$ cat config.mk
export PLATFORM = sky130hd
export DESIGN_NAME = ancillary_control_data_framer
export DESIGN_NICKNAME = d
export VERILOG_FILES = /design/src/hdl/acdf_pkg.sv /design/src/hdl/ancillary_control_data_framer.sv /design/src/hdl/acdf_walker.sv /design/src/hdl/acdf_front.sv /design/src/hdl/acdf_fifo.sv /design/src/hdl/acdf_back.sv
export SDC_FILE = /design/constraint.sdc
export NUM_CORES = 1
export LEC_CHECK = 0
export ABC_AREA = 1
export BUFFER_PORTS_ARGS = -buffer_cell sky130_fd_sc_hd__buf_2
export CORE_MARGIN = 2
export CORE_UTILIZATION = 60
export DETAILED_ROUTE_END_ITERATION = 12
export GPL_TIMING_DRIVEN = 0
export PLACE_DENSITY = 0.74
export SLEW_MARGIN = 20
export SYNTH_ARGS = -nofsm -noshare
export SYNTH_HDL_FRONTEND = slang
export SYNTH_SLANG_ARGS = --single-unit
export TNS_END_PERCENT = 100
$ cat constraint.sdc
create_clock -name clock -period 16.8 [get_ports clock]
set_input_delay 2.52 -clock clock [delete_from_list [all_inputs] [get_ports clock]]
set_output_delay 2.52 -clock clock [all_outputs]
set_load 0.005 [all_outputs]
$ cat src/hdl/acdf_pkg.sv
// Shared types, constants and coding functions of the ancillary control-data framer.
`timescale 1ns / 1ps

package acdf_pkg;

   localparam int STATION_BYTES_MAX = 32;
   localparam int STATION_ID_BYTES  = 32;
   localparam int POS_W             = 5;

   localparam int CTRL_BYTES  = 3;
   localparam int DATA_BYTES  = 18;
   localparam int CW_COUNT    = 2 * DATA_BYTES;
   localparam int CW_W        = 7;
   localparam int ZERO_CW     = 2 * (DATA_BYTES - CTRL_BYTES);
   localparam int CODE_BITS   = CW_COUNT * CW_W;
   localparam int OUT_BEATS   = 32;
   localparam int BEAT_W      = $clog2(OUT_BEATS);
   localparam int OFFSET_W    = 6;
   localparam int SKIP_START  = 30;
   localparam int SKIP_LEN    = 4;

   localparam int QUEUE_DEPTH = 2;
   localparam int QUEUE_AW    = $clog2(QUEUE_DEPTH);

   localparam int CSR_INDEX_W = 3;
   localparam int CSR_DATA_W  = 64;
   localparam logic [CSR_INDEX_W-1:0] CSR_SCALE_CRC = 3'd0;
   localparam logic [CSR_INDEX_W-1:0] CSR_MODE_CHAR = 3'd1;
   localparam logic [CSR_INDEX_W-1:0] CSR_STATION_0 = 3'd2;
   localparam logic [CSR_INDEX_W-1:0] CSR_STATION_1 = 3'd3;
   localparam logic [CSR_INDEX_W-1:0] CSR_STATION_2 = 3'd4;
   localparam logic [CSR_INDEX_W-1:0] CSR_STATION_3 = 3'd5;

   localparam logic [7:0] MODE_CHAR_RESET = 8'd83;

   localparam logic [7:0] CH_STX      = 8'h02;
   localparam logic [7:0] CH_ETX      = 8'h03;
   localparam logic [7:0] CH_EOT      = 8'h04;
   localparam logic [7:0] CH_HDR_SVC  = 8'h11;
   localparam logic [7:0] CH_HDR_PROG = 8'h14;
   localparam logic [7:0] CH_HDR_STN  = 8'h16;
   localparam logic [7:0] CH_HASH     = 8'h23;
   localparam logic [7:0] CH_TWO      = 8'h32;

   localparam logic [1:0] SEL_SERVICE = 2'd0;
   localparam logic [1:0] SEL_PROGRAM = 2'd1;
   localparam logic [1:0] SEL_STATION = 2'd2;

   typedef struct packed {
      logic                                scale_crc_present;
      logic [7:0]                          program_mode_char;
      logic [STATION_BYTES_MAX-1:0][7:0]   station;
   } cfg_type;

   typedef struct packed {
      logic [CTRL_BYTES-1:0][7:0] ctrl;
   } frame_entry_type;

   typedef enum logic [1:0] {
      FS_IDLE,
      FS_GEN,
      FS_PUSH
   } front_state_type;

   typedef enum logic [2:0] {
      MP_START,
      MP_HDR,
      MP_BODY,
      MP_HASH,
      MP_EOT,
      MP_CK_LO,
      MP_CK_HI,
      MP_ETX
   } msg_phase_type;

   function automatic logic [CW_W-1:0] hamming74(input logic [3:0] nib);
      logic [CW_W-1:0] code;
      case (nib)
         4'h0: code = 7'h00;
         4'h1: code = 7'h07;
         4'h2: code = 7'h19;
         4'h3: code = 7'h1E;
         4'h4: code = 7'h2A;
         4'h5: code = 7'h2D;
         4'h6: code = 7'h33;
         4'h7: code = 7'h34;
         4'h8: code = 7'h4B;
         4'h9: code = 7'h4C;
         4'hA: code = 7'h52;
         4'hB: code = 7'h55;
         4'hC: code = 7'h61;
         4'hD: code = 7'h66;
         4'hE: code = 7'h78;
         default: code = 7'h7F;
      endcase
      return code;
   endfunction

   function automatic logic [7:0] hex_digit(input logic [3:0] v);
      logic [7:0] ch;
      if (v < 4'd10) begin
         ch = 8'h30 + {4'h0, v};
      end else begin
         ch = 8'h37 + {4'h0, v};
      end
      return ch;
   endfunction

   function automatic logic [7:0] prog_char(input logic [2:0] idx);
      logic [7:0] ch;
      case (idx)
         3'd0: ch = 8'h45;
         3'd1: ch = 8'h31;
         3'd2: ch = 8'h43;
         3'd3: ch = 8'h32;
         3'd4: ch = 8'h30;
         default: ch = 8'h41;
      endcase
      return ch;
   endfunction

endpackage

$ cat src/hdl/ancillary_control_data_framer.sv
// Top level of the ancillary control-data framer: registers, front end, queue and emitter.
`timescale 1ns / 1ps

// A frame request with req_frame_request high yields 32 result beats, the OR-mask bytes for
// offsets 0-29 and 34-35, with rsp_last_byte on the last; a request with the bit low yields
// nothing. The emitter sends one beat per cycle while rsp_pop is held, and consecutive frames
// follow without a gap; that single-beat emitter sets the rate. The front end steps the
// control-message sequencer, one control byte per cycle, and then hands the frame to a
// two-frame queue; it takes no new request until that frame is in the queue, and keeps
// accepting while the emitter drains only as long as the queue has room. Register writes are
// taken at any time; station and mode-character writes reach the control messages when the
// next message starts, while the scale-CRC bit is ORed into bit 7 of the third control byte.
module ancillary_control_data_framer
   import acdf_pkg::*;
(
   input  logic                   clock,
   input  logic                   reset,
   input  logic                   req_push,
   output logic                   req_full,
   input  logic                   req_frame_request,
   output logic                   rsp_empty,
   input  logic                   rsp_pop,
   output logic [OFFSET_W-1:0]    rsp_byte_offset,
   output logic [7:0]             rsp_mask_byte,
   output logic                   rsp_last_byte,
   input  logic                   csr_valid,
   output logic                   csr_ready,
   input  logic [CSR_INDEX_W-1:0] csr_index,
   input  logic [CSR_DATA_W-1:0]  csr_data
);

   cfg_type         cfg_ff, cfg_in;
   logic            queue_full;
   logic            queue_push;
   logic            queue_pop;
   logic            queue_valid;
   frame_entry_type push_entry;
   frame_entry_type head_entry;

   assign csr_ready = 1'b1;

   always_comb begin
      cfg_in = cfg_ff;
      if (csr_valid) begin
         case (csr_index)
            CSR_SCALE_CRC: cfg_in.scale_crc_present = csr_data[0];
            CSR_MODE_CHAR: cfg_in.program_mode_char = csr_data[7:0];
            CSR_STATION_0: cfg_in.station[7:0]      = csr_data;
            CSR_STATION_1: cfg_in.station[15:8]     = csr_data;
            CSR_STATION_2: cfg_in.station[23:16]    = csr_data;
            CSR_STATION_3: cfg_in.station[31:24]    = csr_data;
            default: cfg_in = cfg_ff;
         endcase
      end
   end

   always_ff @(posedge clock) begin
      if (reset) begin
         cfg_ff.scale_crc_present <= 1'b0;
         cfg_ff.program_mode_char <= MODE_CHAR_RESET;
         cfg_ff.station           <= '0;
      end else begin
         cfg_ff <= cfg_in;
      end
   end

   acdf_front u_front (
      .clock             (clock),
      .reset             (reset),
      .cfg               (cfg_ff),
      .req_push          (req_push),
      .req_frame_request (req_frame_request),
      .req_full          (req_full),
      .queue_full        (queue_full),
      .queue_push        (queue_push),
      .queue_entry       (push_entry)
   );

   acdf_fifo u_fifo (
      .clock (clock),
      .reset (reset),
      .push  (queue_push),
      .wdata (push_entry),
      .full  (queue_full),
      .pop   (queue_pop),
      .valid (queue_valid),
      .rdata (head_entry)
   );

   acdf_back u_back (
      .clock           (clock),
      .reset           (reset),
      .queue_valid     (queue_valid),
      .queue_entry     (head_entry),
      .queue_pop       (queue_pop),
      .rsp_empty       (rsp_empty),
      .rsp_pop         (rsp_pop),
      .rsp_byte_offset (rsp_byte_offset),
      .rsp_mask_byte   (rsp_mask_byte),
      .rsp_last_byte   (rsp_last_byte)
   );

endmodule

$ cat src/hdl/acdf_walker.sv
// Control-message sequencer that yields the next byte of the repeating message cycle.
`timescale 1ns / 1ps

module acdf_walker
   import acdf_pkg::*;
(
   input  logic       clock,
   input  logic       reset,
   input  cfg_type    cfg,
   input  logic       step,
   output logic [7:0] ctrl_byte
);

   msg_phase_type                       phase_ff, phase_in;
   logic [1:0]                          sel_ff, sel_in;
   logic [POS_W-1:0]                    pos_ff, pos_in;
   logic [7:0]                          ck_ff, ck_in;
   logic [7:0]                          snap_mode_ff, snap_mode_in;
   logic [STATION_BYTES_MAX-1:0][7:0]   snap_station_ff, snap_station_in;
   logic [7:0]                          stn_byte;

   assign stn_byte = snap_station_ff[pos_ff];

   always_comb begin
      case (phase_ff)
         MP_START: ctrl_byte = CH_STX;
         MP_HDR: begin
            if (sel_ff == SEL_SERVICE) begin
               ctrl_byte = CH_HDR_SVC;
            end else if (sel_ff == SEL_PROGRAM) begin
               ctrl_byte = CH_HDR_PROG;
            end else begin
               ctrl_byte = CH_HDR_STN;
            end
         end
         MP_BODY: begin
            if (sel_ff == SEL_PROGRAM) begin
               if (pos_ff < POS_W'(6)) begin
                  ctrl_byte = prog_char(pos_ff[2:0]);
               end else if (pos_ff == POS_W'(6)) begin
                  ctrl_byte = snap_mode_ff;
               end else begin
                  ctrl_byte = CH_TWO;
               end
            end else if (stn_byte == 8'h00) begin
               ctrl_byte = CH_HASH;
            end else begin
               ctrl_byte = stn_byte;
            end
         end
         MP_HASH:  ctrl_byte = CH_HASH;
         MP_EOT:   ctrl_byte = CH_EOT;
         MP_CK_LO: ctrl_byte = hex_digit(ck_ff[3:0]);
         MP_CK_HI: ctrl_byte = hex_digit(ck_ff[7:4]);
         MP_ETX:   ctrl_byte = CH_ETX;
         default:  ctrl_byte = CH_ETX;
      endcase
   end

   always_comb begin
      phase_in        = phase_ff;
      sel_in          = sel_ff;
      pos_in          = pos_ff;
      ck_in           = ck_ff;
      snap_mode_in    = snap_mode_ff;
      snap_station_in = snap_station_ff;
      if (step) begin
         case (phase_ff)
            MP_START: begin
               snap_mode_in    = cfg.program_mode_char;
               snap_station_in = cfg.station;
               ck_in           = CH_STX;
               phase_in        = MP_HDR;
            end
            MP_HDR: begin
               ck_in  = ck_ff + {1'b0, ctrl_byte[6:0]};
               pos_in = '0;
               if (sel_ff == SEL_SERVICE) begin
                  phase_in = MP_EOT;
               end else begin
                  phase_in = MP_BODY;
               end
            end
            MP_BODY: begin
               ck_in  = ck_ff + {1'b0, ctrl_byte[6:0]};
               pos_in = pos_ff + POS_W'(1);
               if (sel_ff == SEL_PROGRAM) begin
                  if (pos_ff == POS_W'(5) && snap_mode_ff == 8'h00) begin
                     phase_in = MP_CK_LO;
                  end else if (pos_ff == POS_W'(7)) begin
                     phase_in = MP_EOT;
                  end
               end else if (stn_byte == 8'h00) begin
                  phase_in = MP_EOT;
               end else if (pos_ff == POS_W'(STATION_ID_BYTES - 1)) begin
                  phase_in = MP_HASH;
               end
            end
            MP_HASH: begin
               ck_in    = ck_ff + {1'b0, ctrl_byte[6:0]};
               phase_in = MP_EOT;
            end
            MP_EOT: begin
               ck_in    = ck_ff + {1'b0, ctrl_byte[6:0]};
               phase_in = MP_CK_LO;
            end
            MP_CK_LO: phase_in = MP_CK_HI;
            MP_CK_HI: phase_in = MP_ETX;
            MP_ETX: begin
               phase_in = MP_START;
               if (sel_ff == SEL_SERVICE) begin
                  sel_in = SEL_PROGRAM;
               end else if (sel_ff == SEL_PROGRAM) begin
                  sel_in = SEL_STATION;
               end else begin
                  sel_in = SEL_SERVICE;
               end
            end
            default: phase_in = MP_START;
         endcase
      end
   end

   always_ff @(posedge clock) begin
      if (reset) begin
         phase_ff <= MP_START;
         sel_ff   <= SEL_SERVICE;
         pos_ff   <= '0;
         ck_ff    <= '0;
      end else begin
         phase_ff <= phase_in;
         sel_ff   <= sel_in;
         pos_ff   <= pos_in;
         ck_ff    <= ck_in;
      end
      snap_mode_ff    <= snap_mode_in;
      snap_station_ff <= snap_station_in;
   end

endmodule

$ cat src/hdl/acdf_front.sv
// Request front end: takes frame requests and gathers three control bytes per frame.
`timescale 1ns / 1ps

module acdf_front
   import acdf_pkg::*;
(
   input  logic            clock,
   input  logic            reset,
   input  cfg_type         cfg,
   input  logic            req_push,
   input  logic            req_frame_request,
   output logic            req_full,
   input  logic            queue_full,
   output logic            queue_push,
   output frame_entry_type queue_entry
);

   front_state_type            state_ff, state_in;
   logic [1:0]                 cnt_ff, cnt_in;
   logic [CTRL_BYTES-1:0][7:0] ctrl_ff, ctrl_in;
   logic                       walk_step;
   logic [7:0]                 walk_byte;

   acdf_walker u_walker (
      .clock     (clock),
      .reset     (reset),
      .cfg       (cfg),
      .step      (walk_step),
      .ctrl_byte (walk_byte)
   );

   always_comb begin
      state_in = state_ff;
      case (state_ff)
         FS_IDLE: begin
            if (req_push && req_frame_request) begin
               state_in = FS_GEN;
            end
         end
         FS_GEN: begin
            if (cnt_ff == 2'(CTRL_BYTES - 1)) begin
               state_in = FS_PUSH;
            end
         end
         FS_PUSH: begin
            if (!queue_full) begin
               state_in = FS_IDLE;
            end
         end
         default: state_in = FS_IDLE;
      endcase
   end

   always_comb begin
      req_full   = (state_ff != FS_IDLE);
      walk_step  = (state_ff == FS_GEN);
      queue_push = (state_ff == FS_PUSH) && !queue_full;
   end

   always_comb begin
      cnt_in  = '0;
      ctrl_in = ctrl_ff;
      if (walk_step) begin
         cnt_in = cnt_ff + 2'd1;
         if (cnt_ff == 2'(CTRL_BYTES - 1)) begin
            ctrl_in[cnt_ff] = walk_byte | {cfg.scale_crc_present, 7'h00};
         end else begin
            ctrl_in[cnt_ff] = walk_byte;
         end
      end
   end

   assign queue_entry.ctrl = ctrl_ff;

   always_ff @(posedge clock) begin
      if (reset) begin
         state_ff <= FS_IDLE;
         cnt_ff   <= '0;
      end else begin
         state_ff <= state_in;
         cnt_ff   <= cnt_in;
      end
      ctrl_ff <= ctrl_in;
   end

`ifndef SYNTHESIS
   a_gen_to_push: assert property (@(posedge clock) disable iff (reset)
      (state_ff == FS_GEN && cnt_ff == 2'(CTRL_BYTES - 1)) |=> (state_ff == FS_PUSH))
      else $error("front did not hand over a finished frame");
`endif

endmodule

$ cat src/hdl/acdf_fifo.sv
// Short queue of frame entries between the front end and the emitter.
`timescale 1ns / 1ps

module acdf_fifo
   import acdf_pkg::*;
(
   input  logic            clock,
   input  logic            reset,
   input  logic            push,
   input  frame_entry_type wdata,
   output logic            full,
   input  logic            pop,
   output logic            valid,
   output frame_entry_type rdata
);

   frame_entry_type         mem_ff [QUEUE_DEPTH];
   logic [QUEUE_AW-1:0]     wr_ptr_ff, wr_ptr_in;
   logic [QUEUE_AW-1:0]     rd_ptr_ff, rd_ptr_in;
   logic [QUEUE_AW:0]       count_ff, count_in;

   assign full  = (count_ff == (QUEUE_AW+1)'(QUEUE_DEPTH));
   assign valid = (count_ff != '0);
   assign rdata = mem_ff[rd_ptr_ff];

   always_comb begin
      wr_ptr_in = push ? wr_ptr_ff + QUEUE_AW'(1) : wr_ptr_ff;
      rd_ptr_in = pop  ? rd_ptr_ff + QUEUE_AW'(1) : rd_ptr_ff;
      count_in  = count_ff;
      if (push && !pop) begin
         count_in = count_ff + (QUEUE_AW+1)'(1);
      end else if (pop && !push) begin
         count_in = count_ff - (QUEUE_AW+1)'(1);
      end
   end

   always_ff @(posedge clock) begin
      if (reset) begin
         wr_ptr_ff <= '0;
         rd_ptr_ff <= '0;
         count_ff  <= '0;
      end else begin
         wr_ptr_ff <= wr_ptr_in;
         rd_ptr_ff <= rd_ptr_in;
         count_ff  <= count_in;
      end
      if (push) begin
         mem_ff[wr_ptr_ff] <= wdata;
      end
   end

`ifndef SYNTHESIS
   a_no_overflow: assert property (@(posedge clock) disable iff (reset)
      !(push && full))
      else $error("frame queue written while full");
   a_no_underflow: assert property (@(posedge clock) disable iff (reset)
      !(pop && !valid))
      else $error("frame queue read while empty");
`endif

endmodule

$ cat src/hdl/acdf_back.sv
// Emitter: Hamming codes and interleaves a frame, then sends its 32 mask bytes.
`timescale 1ns / 1ps

module acdf_back
   import acdf_pkg::*;
(
   input  logic                clock,
   input  logic                reset,
   input  logic                queue_valid,
   input  frame_entry_type     queue_entry,
   output logic                queue_pop,
   output logic                rsp_empty,
   input  logic                rsp_pop,
   output logic [OFFSET_W-1:0] rsp_byte_offset,
   output logic [7:0]          rsp_mask_byte,
   output logic                rsp_last_byte
);

   logic [CW_COUNT-1:0][CW_W-1:0] cw;
   logic [OUT_BEATS-1:0][7:0]     mask_ff, mask_in;
   logic [BEAT_W-1:0]             cnt_ff, cnt_in;
   logic                          busy_ff, busy_in;
   logic                          pop_fire;
   logic                          last;

   genvar gi;
   generate
      for (gi = 0; gi < ZERO_CW; gi++) begin : g_zero_cw
         assign cw[gi] = '0;
      end
      for (gi = 0; gi < CTRL_BYTES; gi++) begin : g_ctrl_cw
         assign cw[ZERO_CW + 2 * gi]     = hamming74(queue_entry.ctrl[gi][3:0]);
         assign cw[ZERO_CW + 2 * gi + 1] = hamming74(queue_entry.ctrl[gi][7:4]);
      end
      for (gi = 0; gi < CODE_BITS; gi++) begin : g_interleave
         assign mask_in[gi / 8][7 - (gi % 8)] = cw[gi % CW_COUNT][gi / CW_COUNT];
      end
      for (gi = CODE_BITS; gi < 8 * OUT_BEATS; gi++) begin : g_pad
         assign mask_in[gi / 8][7 - (gi % 8)] = 1'b0;
      end
   endgenerate

   assign last      = (cnt_ff == BEAT_W'(OUT_BEATS - 1));
   assign pop_fire  = rsp_pop && busy_ff;
   assign queue_pop = queue_valid && (!busy_ff || (pop_fire && last));

   always_comb begin
      busy_in = busy_ff;
      cnt_in  = cnt_ff;
      if (queue_pop) begin
         busy_in = 1'b1;
         cnt_in  = '0;
      end else if (pop_fire) begin
         if (last) begin
            busy_in = 1'b0;
         end
         cnt_in = cnt_ff + BEAT_W'(1);
      end
   end

   assign rsp_empty     = !busy_ff;
   assign rsp_mask_byte = mask_ff[cnt_ff];
   assign rsp_last_byte = last;

   always_comb begin
      if (cnt_ff < BEAT_W'(SKIP_START)) begin
         rsp_byte_offset = OFFSET_W'(cnt_ff);
      end else begin
         rsp_byte_offset = OFFSET_W'(cnt_ff) + OFFSET_W'(SKIP_LEN);
      end
   end

   always_ff @(posedge clock) begin
      if (reset) begin
         busy_ff <= 1'b0;
         cnt_ff  <= '0;
      end else begin
         busy_ff <= busy_in;
         cnt_ff  <= cnt_in;
      end
      if (queue_pop) begin
         mask_ff <= mask_in;
      end
   end

`ifndef SYNTHESIS
   a_beat_advance: assert property (@(posedge clock) disable iff (reset)
      (pop_fire && !last) |=> (cnt_ff == $past(cnt_ff) + BEAT_W'(1)))
      else $error("beat counter did not advance on a taken beat");
   a_drain_empty: assert property (@(posedge clock) disable iff (reset)
      (pop_fire && last && !queue_valid) |=> rsp_empty)
      else $error("emitter stayed busy after the last beat with no frame queued");
`endif

endmodule
# Word-level counts from Yosys, hierarchy flattened
# Memory sizes are Yosys's and may differ from the RTL's. A register that Yosys moved wholly into a read port is not among the register bits.
# Index checks and enable logic that the tools add are counted.
word_totals:
  mem_bits_ro: 672
  ramBits: 48
  reg_bits: 585
  latch_bits: 0
  n_memories: 7
op_classes:
  div: 0
  n_eq_ne: 31
  bitwise_logic: 2
  addsub: 13
  shifts: 0
  n_reduce_logical: 44
  n_mux: 44
  order_cmp: 8
  n_mul: 0
memory_table:
  columns: ["memory", "words", "width", "read_ports", "rd_clocked_by_memory_dff", "wr", "line", "source"]
  rows:
  - ["(no name shown)", 16, 7, 1, 1, 0, "acdf_pkg.sv:78", "case (nib)"]
  - ["(no name shown)", 16, 7, 1, 1, 0, "acdf_pkg.sv:78", null]
  - ["(no name shown)", 16, 7, 1, 1, 0, "acdf_pkg.sv:78", null]
  - ["(no name shown)", 16, 7, 1, 1, 0, "acdf_pkg.sv:78", null]
  - ["(no name shown)", 16, 7, 1, 1, 0, "acdf_pkg.sv:78", null]
  - ["(no name shown)", 16, 7, 1, 1, 0, "acdf_pkg.sv:78", null]
  - ["+1 memories", null, null, null, null, null, null, null]
op_table:
  columns: ["op", "count"]
  rows:
  - ["$bmux W8 S5", 2]
  - ["$pmux W8 S8", 1]
  - ["$mux W8", 7]
  - ["$bwmux W24", 2]
  - ["$pmux W7 S5", 1]
  - ["$add A6 B4 Y7 const A", 4]
  - ["$mux W24", 1]
  - ["$pmux W3 S8", 1]
  - ["$reduce_and A2 Y1", 11]
  - ["$eq A3 B3 Y1 const B", 7]
  - ["$mux W3", 7]
  - ["$eq A3 B2 Y1 const B", 6]
  - ["$demux W8 S2", 1]
  - ["$logic_not A8 Y1", 2]
  - ["$mux W2", 8]
  - ["$pmux W8 S2", 1]
  - ["$eq A5 B3 Y1 const B", 3]
  - ["$mux W7", 2]
  - ["$reduce_bool A2 Y1", 7]
  - ["$lt A5 B6 Y1 const B", 2]
  - ["$add A5 B1 Y5 const B", 2]
  - ["$eq A5 B5 Y1 const B", 2]
  - ["$pmux W5 S2", 1]
  - ["$eq A3 B1 Y1 const B", 3]
  - ["other kinds (28)", 58]

# Depth between registers and ports, before layout
# Gate-level depths: netlist (run 1).
logic_depth:
  ltp_word: 9
  mapped_depth: 34
  mapped_depth_nobuf: 31

# Modules after synthesis
# From an unflattened synthesis (run 1), not the netlist that was laid out.
unflattened:
  hier_cells: 3163
  hier_area_um2: 28627.5
by_module_without_submodules:
  columns: ["mod", "area_each_um2", "seq_area_each_um2", "cells_each", "n_inst"]
  rows:
  - ["acdf_walker", 12455.7, 8287.9, 1228, 1]
  - ["ancillary_control_data_framer", 10696.5, 5305.1, 1517, 1]
  - ["acdf_back", 2396.0, 1381.3, 240, 1]
  - ["acdf_fifo", 2064.5, 1541.5, 108, 1]
  - ["acdf_front", 1014.7, 800.8, 70, 1]

# Worst setup path after synthesis (run 1)
# No wires, ideal clock.
synth_timing:
  path_kind: "flip-flop to flip-flop"
  from: "reg u_front.state_ff[0]"
  to: "reg u_front.u_walker.snap_mode_ff[0], enable pin"
  path_slack_ps: 4132
  t_arrival_ps: 11771
  t_required_ps: 15903
  setup_ps: 897
  stages_incl_launch_ff: 5
  cell_sequence: "dfxtp_1 inv_1 nor2_1 clkinv_1 nor2_1"
synth_via:
  elab_chain_cells: 2
synth_lines:
  columns: ["item", "line", "source"]
  rows:
  - ["from (decl)", "acdf_front.sv:18", "front_state_type state_ff, state_in;"]
  - ["from (signal assigned)", "acdf_front.sv:80", "state_ff <= state_in;"]
  - ["$eq A2 B1 Y1", "acdf_front.sv:56", "walk_step = (state_ff == FS_GEN);"]
  - ["$reduce_and A2 Y1 (no line)", null, null]
  - ["to (signal assigned)", "acdf_walker.sv:136", "snap_mode_ff <= snap_mode_in;"]
  - ["to (decl)", "acdf_walker.sv:18", "logic [7:0] snap_mode_ff, snap_mode_in;"]
# No other way between the ends.
# A chain may end at the register's enable or synchronous reset.

# Worst setup path after layout (run 1)
layout_timing:
  from: "reg u_back.cnt_ff[0]"
  to: "out rsp_mask_byte[3]"
layout_via:
  elab_chain_cells: 2
layout_lines:
  columns: ["item", "line", "source"]
  rows:
  - ["from (decl)", "acdf_back.sv:21", "logic [BEAT_W-1:0] cnt_ff, cnt_in;"]
  - ["from (signal assigned)", "acdf_back.sv:79", "cnt_ff <= cnt_in;"]
  - ["$bmux W8 S5", "acdf_back.sv:62", "assign rsp_mask_byte = mask_ff[cnt_ff];"]
  - ["$mux W8 (implied by the code)", "acdf_back.sv:62", null]
  - ["to (decl)", "ancillary_control_data_framer.sv:24", "output logic [7:0] rsp_mask_byte,"]
# No other way between the ends. The select of a mux whose other input is x is not followed.

==> results of run 1 <==
-- per-layer routing --
layer	up-vias	track usage	part of all wire
met1	9861	0.439	0.39
li1	9503	-	-
met3	183	0.0558	0.092
met2	1106	0.541	0.47
met4	2	0.159	0.047
met5	-	0	0.00022
-- state kept, by name, indices dropped and copies added, names as in the netlist, named ones only --
register / flops
u_front.state_ff: 2
u_fifo.count_ff: 2
u_front.u_walker.snap_station_ff: 256
u_back.cnt_ff: 5
u_fifo.mem_ff: 48
u_front.queue_entry: 3
u_front.u_walker.sel_ff: 2
u_back.mask_ff: 42
u_fifo.rd_ptr_ff: 1
u_fifo.wr_ptr_ff: 1
u_front.u_walker.snap_mode_ff: 8
u_front.u_walker.ck_ff: 8
u_front.u_walker.pos_ff: 5
u_back.busy_ff: 1
u_front.u_walker.phase_ff: 3
cfg_ff: 265
u_front.cnt_ff: 2
-- critical path: cells and delay by family (launching register included) --
family | cells | cell delay (ns)
AOI/OAI and AO/OA | 1 | 0.66
buffers and inverters | 4 | 1.09
DFF | 1 | 0.35
and+or+nand+nor | 2 | 0.58
-- synth_stat cells, types with 3 or more instances --
master,count,share of area
a211oi_1,5,0.0014
a21oi_1,147,0.028
a22oi_1,3,0.00084
a31oi_1,7,0.0016
buf_1,4,0.00056
buf_2,24,0.0045
buf_4,11,0.0031
buf_6,3,0.0013
clkbuf_1,102,0.014
clkinv_1,4,0.00056
dfxtp_1,298,0.22
edfxtp_1,378,0.42
ha_1,22,0.010
inv_1,213,0.030
inv_2,4,0.00056
mux2_2,24,0.010
nand2_1,396,0.056
nand3_1,110,0.021
nand4_1,3,0.00070
nor2_1,564,0.079
nor3_1,12,0.0022
nor4_1,8,0.0019
o2111ai_1,3,0.00098
o211ai_1,3,0.00084
o21ai_0,324,0.061
o21ai_1,8,0.0015
or2_2,5,0.0012
xnor2_1,36,0.012
-- area by class of cell --
class	instances	area, µm²	area share
Buffer	145	641	0.0211
Antenna cell	1	2.50	0.0000823
Clock buffer	93	1920	0.0631
Inverter	221	830	0.0273
Timing Repair Buffer	100	703	0.0231
Sequential cell	676	17300	0.569
Tap cell	592	741	0.0243
Clock inverter	32	268	0.00880
Multi-Input combinational cell	1709	8000	0.263
-- cells by family after synthesis --
group                      Yosys count  synth area share
and+or+nand+nor                   1107             0.164
DFF                                676             0.647
AOI/OAI and AO/OA                  517             0.101
buffers and inverters              366            0.0549
xor gates and xnor gates            37            0.0121
muxes                               24            0.0101
adders and majority gates           23            0.0110
other                                1          0.000140
-- placed cells by master (no fill, tap or decap), types with 9 or more instances in the layout --
master | netlist | final
clkinv_1 | 4 | 10
buf_4 | 11 | 11
inv_1 | 213 | 213
nand3_1 | 110 | 110
nor3_1 | 12 | 12
mux2_2 | 24 | 24
nand2_1 | 396 | 396
clkbuf_16 | 0 | 71
xnor2_1 | 36 | 36
ha_1 | 22 | 22
clkbuf_1 | 102 | 117
nor2_1 | 564 | 561
o21ai_0 | 324 | 324
buf_2 | 24 | 112
edfxtp_1 | 378 | 378
a21oi_1 | 147 | 146
dfxtp_1 | 298 | 298
buf_12 | 0 | 9
clkinv_2 | 0 | 15
-- power groups by stage --
| stage | combinational, mW | clock (mW) | sequential (mW) |
|---|---|---|---|
| global placement | 0.299 | 0 | 2.00 |
| detailed placement | 0.330 | 0 | 1.97 |
| CTS | 0.333 | 1.50 | 1.94 |
| floorplan | 0.205 | 0 | 1.97 |
| global route | 0.366 | 1.56 | 1.95 |
| finish | 0.338 | 1.49 | 1.94 |
-- worst max path at each step --
stage	from	cells past startpoint	slack [ns]	endpoint
after detailed placement	u_back.cnt_ff[0]	7	11.82	rsp_mask_byte[3]
final	u_back.cnt_ff[0]	7	11.00	rsp_mask_byte[3]
after global routing	u_back.cnt_ff[0]	7	10.84	rsp_mask_byte[3]
after global placement	u_front.state_ff[0]	4	-1.09	u_front.u_walker.snap_station_ff[168]
after CTS	u_back.cnt_ff[0]	7	11.15	rsp_mask_byte[3]
after floorplan	u_front.state_ff[0]	4	4.13	u_front.u_walker.snap_mode_ff[0]
==> results.py, run 1 <==
metrics = {
    "outcome": {
        "status": "completed",
    },
    "timing": {
        "hold_viol_final": 0,
        "finalCriticalPeriod_ns": 5.80,
        "hold_ws_ns": 0.425,
        "slew_violations": 0,
        "relSlewSlack": 0.190,
        "rsz0062_at_grt": "false",
        "period_share": 0.345,
        "setup_slack_ns": 11.00,
        "worst_pin_slew_ns": 1.22,
        "setup_viol": 0,
        "setup-tns-final_ns": 0,
        "fin_skew_ns": 0.0244,
        "max_freq_ghz": 0.172,
    },
    "layout": {
        "final_util": 0.689,
        "instances_no_fill": 3569,
        "design_area_um2": 30400,
        "drive_gt1_frac": 0.0958,
        "area_delta_synth_final_pct": 13.7,
        "nNetsFinal": 3017,
        "fillerInstances": 3382,
    },
    "placed_design": {
        "port_buffers": 88,
        "post-place-ws_ns": 11.82,
        "gp_congestion": 0.961,
        "place_hpwl_um": 54100,
        "dpl_cell_area_um2": 28200,
        "dp.cells": 3443,
    },
    "drt": {
        "dr.pass1.iters": 5,
        "vias": 20700,
        "first_iter_violations": 2596,
        "vias_per_cell": 5.79,
        "wl_um": 77200,
        "ant_nets": 0,
        "remaining_drc_errors": 0,
        "wl_per_cell_um": 21.6,
    },
    "clock_tree": {
        "cts-root-buf": "clkbuf_16",
        "holdBufCountCts": 0,
        "cts_tree": "yes",
        "path_clk_slew_ns": 0.06,
        "clk_path_buf_depth": 3,
        "cts.htree.levels": 3,
        "ctsResizeCount": 0,
        "post_cts_buffers": 0,
        "clock-sinks": 676,
        "insertion_delay_ns": 0.62,
        "numCtsBuffers": 68,
    },
    "run": {
        "maxCapViolCount": 0,
    },
    "power": {
        "seq_power_share": 0.514,
        "power_per_cell_area_nw_per_um2": 124,
        "p_comb_frac": 0.090,
        "ir_drop_mv": 0.107,
        "power.static_leakage_nw": 11.6,
        "sw_frac_of_total": 0.242,
        "power.internal_mw": 2.86,
        "p_clk_frac": 0.396,
        "switching_power_mw": 0.912,
        "power_mw": 3.77,
    },
    "synth": {
        "synthesis.nets": 2847,
        "synth_area_per_cell_um2": 9.72,
        "synth-async-reset-ratio": 0,
        "synth_seq_cells": 676,
        "synth_edf_count": 378,
        "synthesis.instances": 2751,
        "ys_types": 51,
        "synth_area_um2": 26800,
        "yosysWarnings": 0,
        "ys_seq_area_frac": 0.647,
        "ys.flop_type": "edfxtp_1",
    },
    "min_path": {
        "hold_path_end": "u_front.u_walker.snap_station_ff[3]",
        "hold_start": "cfg_ff[3]",
        "min_path_type": "register to register",
        "hold_path_depth": 0,
    },
    "worst_setup_path": {
        "reg2reg_slack_ns": 11.80,
        "path_common_cell": "clkbuf_1",
        "r2r-start": "u_front.u_walker.pos_ff[1]",
        "arrival_ns": 3.28,
        "end_kind": "output pin",
        "crit_type": "register to output pin",
        "r2r-end": "u_front.u_walker.ck_ff[7]",
        "worstPathRequired_ns": 14.28,
        "max_stage_delay_ns": 0.66,
        "r2r_cells": 24,
        "critical_path.slowest_cell": "a2111oi_0",
        "crit_chain": "clkbuf_1 > inv_1 > clkbuf_1 > nor2_1 > nand2_1 > a2111oi_0 > buf_2",
        "startpoint_type": "register",
        "crit_path_max_fanout": 10,
    },
    "floorplanning": {
        "die-area_um2": 46300,
        "core_um2": 44100,
        "num_rows": 77,
        "io_pins": 91,
        "start_util": 0.606,
        "die_h_um": 215,
        "die-width_um": 215,
    },
    "global_routing": {
        "antenna_found_initial": 1,
        "overflow": 0,
        "track_usage": 0.333,
        "grt_max_degree": 30,
        "grt_first_pass_wirelength_um": 115000,
        "grt_pass1_vias": 19600,
    },
}
Power figures use the tool's default switching activity.
==> inputs of run 2 (changes only) <==
clock period = 5.6 ns   (was 16.8 ns; I/O delays follow)
==> run 2 against run 1 <==
  * Final area rose by 0.49%
  * Critical path type is now register to register
  * Sequential power rose to 3.0 times the previous value
  * Combinational power rose to 3.0 times the previous value
==> results.py, run 2 (same netlist as run 1, synthesis figures left out) <==
metrics = {
    "placed_design": {
        "port_buffers": 88,
        "place_hpwl_um": 54300,
        "gp_congestion": 0.963,
    },
    "timing": {
        "setup_viol": 0,
        "finalCriticalPeriod_ns": 4.99,
        "fin_skew_ns": 0.0221,
        "relSlewSlack": 0.211,
        "hold_viol_final": 0,
        "period_share": 0.891,
        "max_freq_ghz": 0.200,
        "slew_violations": 0,
        "setup-tns-final_ns": 0,
        "worst_pin_slew_ns": 1.18,
        "rsz0062_at_grt": "false",
    },
    "clock_tree": {
        "cts-root-buf": "clkbuf_16",
        "post_cts_buffers": 0,
        "clock-sinks": 676,
        "path_clk_slew_ns": 0.06,
        "holdBufCountCts": 0,
        "numCtsBuffers": 68,
        "clk_path_buf_depth": 3,
        "cts_tree": "yes",
        "ctsResizeCount": 0,
        "cts.htree.levels": 3,
        "insertion_delay_ns": 0.61,
    },
    "worst_setup_path": {
        "crit_path_max_fanout": 10,
        "cp-startpoint": "u_front.u_walker.pos_ff[1]",
        "crit_end": "u_front.u_walker.ck_ff[7]",
        "arrival_ns": 5.47,
        "r2r_cells": 24,
        "startpoint_type": "register",
        "end_kind": "register",
        "reg2reg_slack_ns": 0.61,
        "r2r-end": "u_front.u_walker.ck_ff[7]",
        "crit_type": "register to register",
        "r2r-start": "u_front.u_walker.pos_ff[1]",
        "worstPathRequired_ns": 6.08,
    },
    "drt": {
        "vias_per_cell": 5.78,
        "wl_per_cell_um": 21.4,
        "first_iter_violations": 2627,
        "ant_nets": 0,
        "vias": 20600,
        "wl_um": 76500,
        "remaining_drc_errors": 0,
        "dr.pass1.iters": 6,
    },
    "run": {
        "maxCapViolCount": 0,
    },
    "floorplanning": {
        "num_rows": 77,
        "core_um2": 44100,
        "io_pins": 91,
        "start_util": 0.606,
        "die_h_um": 215,
        "die-area_um2": 46300,
        "die-width_um": 215,
    },
    "power": {
        "power.static_leakage_nw": 11.7,
        "ir_drop_mv": 0.290,
        "sw_frac_of_total": 0.235,
        "p_clk_frac": 0.408,
        "power.internal_mw": 8.82,
        "power_mw": 11.5,
        "switching_power_mw": 2.71,
        "seq_power_share": 0.504,
        "p_comb_frac": 0.087,
        "power_per_cell_area_nw_per_um2": 377,
    },
    "layout": {
        "top_regs": "cfg_ff: 265 flops, u_front.u_walker.snap_station_ff: 256 flops, u_fifo.mem_ff: 48 flops",
        "layout_common_cells": "nor2_1, nand2_1, edfxtp_1",
        "largest_register_ffs": 265,
        "layout_commonest_cell": "nor2_1",
        "final_util": 0.693,
        "regMostFlops": "cfg_ff",
        "drive_gt1_frac": 0.0955,
        "n_antenna_cell": 0,
        "area_delta_synth_final_pct": 14.3,
        "nNetsFinal": 3017,
    },
    "global_routing": {
        "track_usage": 0.327,
        "grt_pass1_vias": 19400,
        "grt_first_pass_wirelength_um": 113000,
        "antenna_found_initial": 2,
        "grt_max_degree": 29,
        "overflow": 0,
    },
    "outcome": {
        "status": "completed",
    },
    "min_path": {
        "min_path_type": "register to register",
    },
}
run 2: cell count changes in the layout (fill, tap and decap cells not counted), moves of 2 or more:
cell       delta
buf_12        -3
buf_16        +3
bufinv_16     +5
clkbuf_16     -2
clkbuf_8      +6
clkinv_2      -8
clkinv_4      -3
clkinv_8      +2
run 2: how the worst min path moves through the flow:
stage                                                       end  slack [ns]  cells past startpoint        start
final                      u_front.u_walker.snap_station_ff[85]        0.42                      0   cfg_ff[85]
after global routing      u_front.u_walker.snap_station_ff[114]        0.42                      0  cfg_ff[114]
after CTS                 u_front.u_walker.snap_station_ff[114]        0.42                      0  cfg_ff[114]
after detailed placement  u_front.u_walker.snap_station_ff[114]        0.41                      0  cfg_ff[114]
after global placement     u_front.u_walker.snap_station_ff[61]        0.41                      0   cfg_ff[61]
after floorplan           u_front.u_walker.snap_station_ff[100]        0.41                      0  cfg_ff[100]
run 2: routing by layer:
| metal | vias up | part of all wire | track usage |
|---|---|---|---|
| li1 | 9502 | - | - |
| met1 | 9747 | 0.39 | 0.432 |
| met2 | 1135 | 0.47 | 0.527 |
| met3 | 234 | 0.096 | 0.0590 |
| met4 | 2 | 0.051 | 0.157 |
| met5 | - | 0.00014 | 0 |
run 2: final cells by class:
type / instances / area, µm²
Buffer: 145 / 641
Tap cell: 592 / 741
Timing Repair Buffer: 100 / 726
Inverter: 221 / 830
Fill cell: 3326 / 13600
Clock inverter: 27 / 364
Sequential cell: 676 / 17300
Multi-Input combinational cell: 1709 / 8000
Clock buffer: 97 / 1950
run 2: metrics by stage:
step / cell area (µm²) / hold WS [ns] / cells / setup slack, ns
2_1_floorplan: 26800 / 0.408 / 2751 / 0.422
3_3_place_gp: 27900 / 0.412 / 3431 / -1.70
3_5_place_dp: 28300 / 0.413 / 3443 / 0.723
4_1_cts: 30600 / 0.416 / 3567 / 0.681
5_1_grt: 30600 / 0.419 / 3567 / 0.262
6_report: 30600 / 0.423 / 3567 / 0.612
run 2: power by group through the flow:
stage	Clock, mW	Combinational (mW)	Sequential [mW]
6_report	4.71	1.01	5.81
2_1_floorplan	0	0.615	5.88
4_1_cts	4.72	0.999	5.81
3_3_place_gp	0	0.895	5.94
5_1_grt	4.91	1.09	5.84
3_5_place_dp	0	0.992	5.91
run 2: critical path: stages, from the launching register on:
cell      delay, ns
dfxtp_1        0.44
buf_4          0.28
clkbuf_1       0.76
nand2_1        0.17
nand2_1        0.20
nand2_1        0.08
nand2_1        0.06
nor2_1         0.04
nand2_1        0.05
nand2_1        0.17
nand2_1        0.12
nor2_1         0.05
nand2_2        0.08
nand2_1        0.11
o21ai_0        0.75
ha_1           0.41
a21oi_1        0.20
or2_2          0.14
nand2_1        0.04
a21oi_1        0.16
or2_2          0.15
nand2_1        0.05
a21o_1         0.16
a21oi_1        0.12
nor2_1         0.05
==> inputs of run 3 (changes only) <==
CELL_PAD_IN_SITES_DETAIL_PLACEMENT = 1   (was default)
CELL_PAD_IN_SITES_GLOBAL_PLACEMENT = 1   (was default)
CORE_UTILIZATION = 48   (was 60)
PLACE_DENSITY = 0.76   (was 0.74)
SYNTH_HIERARCHICAL = 1   (was default)
==> run 3 against run 2 <==
  * Sequential share of layout area fell by 3.9 points
  * Synthesized cell count rose by 15%
  * Worst setup slack got worse by 0.22 ns
  * Global-route usage fell by 0.42 points
  * Critical path type unchanged
  * Largest cell class unchanged
  * Highest routed layer is now met4
==> results.py, run 3 <==
metrics = {
    "floorplanning": {
        "die-area_um2": 61600,
        "core_um2": 59000,
        "start_util": 0.485,
        "io_pins": 91,
        "die-width_um": 248,
        "die_h_um": 248,
        "num_rows": 89,
    },
    "layout": {
        "n_antenna_cell": 0,
        "fillerInstances": 6806,
        "top_regs": "cfg_ff: 265 flops, u_front/u_walker/snap_station_ff: 256 flops, u_fifo/mem_ff: 48 flops",
        "largest_register_ffs": 265,
        "layout_commonest_cell": "nand2_1",
        "regMostFlops": "cfg_ff",
        "final_util": 0.556,
        "layout_common_cells": "nand2_1, nor2_1, nand3_1",
        "drive_gt1_frac": 0.112,
        "design_area_um2": 32800,
        "area_delta_synth_final_pct": 14.6,
        "nNetsFinal": 3438,
    },
    "min_path": {
        "hold_path_depth": 0,
        "hold_path_end": "u_front/u_walker/snap_station_ff[192]",
        "hold_start": "cfg_ff[192]",
        "min_path_type": "register to register",
    },
    "worst_setup_path": {
        "worstPathRequired_ns": 6.13,
        "r2r-end": "u_front/u_walker/ck_ff[6]",
        "reg2reg_slack_ns": 0.39,
        "r2r-start": "u_front/u_walker/pos_ff[0]",
        "startpoint_type": "register",
        "end_kind": "register",
        "crit_path_max_fanout": 10,
        "crit_type": "register to register",
        "arrival_ns": 5.74,
        "r2r_cells": 28,
        "max_stage_delay_ns": 0.49,
        "critical_path.slowest_cell": "buf_2",
    },
    "timing": {
        "hold_viol_final": 0,
        "finalCriticalPeriod_ns": 5.21,
        "worst_pin_slew_ns": 1.12,
        "period_share": 0.931,
        "rsz0062_at_grt": "false",
        "slew_violations": 0,
        "fin_skew_ns": 0.0262,
        "setup_viol": 0,
        "max_freq_ghz": 0.192,
        "relSlewSlack": 0.253,
    },
    "synth": {
        "synth.largest_area_cell": "edfxtp_1",
        "synth_compound_area_frac": 0.0308,
        "synthesis.nets": 3260,
        "synth_common_cells": "nand2_1, nor2_1, nand3_1",
        "synth_simple_gate_area_frac": 0.264,
        "ys_types": 45,
        "yosysWarnings": 6,
        "synth_top_area_share": 0.397,
        "synth_most_common_cell": "nand2_1",
        "synth_area_um2": 28600,
        "synth_edf_count": 378,
        "ys.flop_type": "edfxtp_1",
        "synthesis.instances": 3163,
        "synth-async-reset-ratio": 0,
        "synth_area_per_cell_um2": 9.05,
        "synth_mux_area_frac": 0.0121,
        "synth_top_family_by_area": "simple AND/OR/NAND/NOR gates",
        "netlist_top_cells_area": "edfxtp_1, dfxtp_1, nand2_1",
        "synth_seq_cells": 676,
        "synthXorXnorAreaFrac": 0.0104,
        "ys_seq_area_frac": 0.605,
        "synthAdderAreaFrac": 0.0108,
    },
    "clock_tree": {
        "numCtsBuffers": 73,
        "cts_tree": "yes",
        "post_cts_buffers": 0,
        "insertion_delay_ns": 0.62,
        "clk_path_buf_depth": 3,
        "ctsResizeCount": 0,
        "clock-sinks": 676,
        "holdBufCountCts": 0,
        "cts.htree.levels": 3,
        "cts-root-buf": "clkbuf_16",
        "path_clk_slew_ns": 0.06,
    },
    "outcome": {
        "status": "completed",
    },
    "power": {
        "power_per_cell_area_nw_per_um2": 366,
        "power.static_leakage_nw": 13.7,
        "ir_drop_mv": 0.325,
        "power_mw": 12.0,
    },
    "placed_design": {
        "gp_congestion": 0.900,
        "place_hpwl_um": 70900,
        "dpl_cell_area_um2": 30400,
        "port_buffers": 89,
    },
    "global_routing": {
        "track_usage": 0.323,
        "grt_first_pass_wirelength_um": 146000,
        "grt_pass1_vias": 23600,
        "grt_max_degree": 41,
        "overflow": 0,
        "antenna_found_initial": 1,
    },
    "run": {
        "maxCapViolCount": 0,
    },
    "drt": {
        "vias_per_cell": 5.49,
        "wl_um": 98800,
        "ant_nets": 0,
        "remaining_drc_errors": 0,
        "dr.pass1.iters": 5,
        "vias": 22900,
        "first_iter_violations": 1732,
        "wl_per_cell_um": 23.7,
    },
}
==> run 3: critical path, delay by kind of cell, from the launching register on <==
kind,cells,cell delay [ns]
AOI/OAI and AO/OA,7,1.26
DFF,1,0.36
adders and majority gates,2,0.75
and+or+nand+nor,15,1.61
buffers and inverters,4,1.13
==> run 3: metal layers <==
metal | routed length (µm) | track usage | up-vias
li1 | - | - | 10600
met1 | 40100 | 0.400 | 11400
met2 | 49400 | 0.567 | 739
met3 | 5120 | 0.0401 | 201
met4 | 4270 | 0.142 | 0
met5 | 0 | 0 | -
==> run 3: how the worst max path moves through the flow <==
| stage | end | start | depth (start not counted) | slack [ns] |
|---|---|---|---|---|
| floorplan | u_front/u_walker/ck_ff[1] | u_front/state_ff[0] | 9 | 0.29 |
| finish | u_front/u_walker/ck_ff[6] | u_front/u_walker/pos_ff[0] | 28 | 0.39 |
| global route | u_front/u_walker/ck_ff[6] | u_front/u_walker/pos_ff[0] | 29 | 0.24 |
| CTS | u_front/u_walker/ck_ff[6] | u_front/u_walker/pos_ff[0] | 28 | 0.49 |
| global placement | u_front/u_walker/ck_ff[1] | u_front/state_ff[0] | 9 | -2.05 |
| detailed placement | u_front/u_walker/ck_ff[6] | u_front/u_walker/pos_ff[0] | 28 | 0.52 |
==> run 3: layout make-up <==
| cell class | count | area [µm²] | area share |
|---|---|---|---|
| Sequential cell | 676 | 17300 | 0.528 |
| Multi-Input combinational cell | 2092 | 9410 | 0.287 |
| Clock buffer | 100 | 2050 | 0.0625 |
| Buffer | 168 | 1060 | 0.0323 |
| Tap cell | 773 | 967 | 0.0295 |
| Inverter | 227 | 852 | 0.0260 |
| Timing Repair Buffer | 103 | 758 | 0.0231 |
| Clock inverter | 33 | 390 | 0.0119 |
==> run 3: cell families (layout without fill, tap and decap cells) <==
| family | after synthesis | count (layout) |
|---|---|---|
| AND/OR/NAND/NOR | 1845 | 1845 |
| flip-flops | 676 | 676 |
| buffers and inverters | 395 | 631 |
| AO/OA/AOI/OAI | 164 | 164 |
| XOR/XNOR | 34 | 34 |
| adder cells (fa/ha/maj) | 24 | 24 |
| multiplexers | 24 | 24 |
| other | 1 | 1 |
==> run 3: stage by stage <==
| step | hold slack (ns) | setup TNS, ns | instances | setup slack (ns) |
|---|---|---|---|---|
| after detailed placement | 0.417 | 0 | 4038 | 0.517 |
| after floorplan | 0.409 | 0 | 3163 | 0.288 |
| after global routing | 0.423 | 0 | 4172 | 0.244 |
| after CTS | 0.414 | 0 | 4171 | 0.492 |
| final | 0.421 | 0 | 4172 | 0.389 |
| after global placement | 0.411 | -507.89 | 4025 | -2.05 |
==> run 3: where the power goes <==
part	switching (mW)	leakage [nW]	total, mW	internal [mW]
combinational	0.841	6.41	1.24	0.400
sequential	0.147	6.05	5.79	5.64
clock	2.02	1.20	4.97	2.94
total	3.01	13.7	12.0	8.99
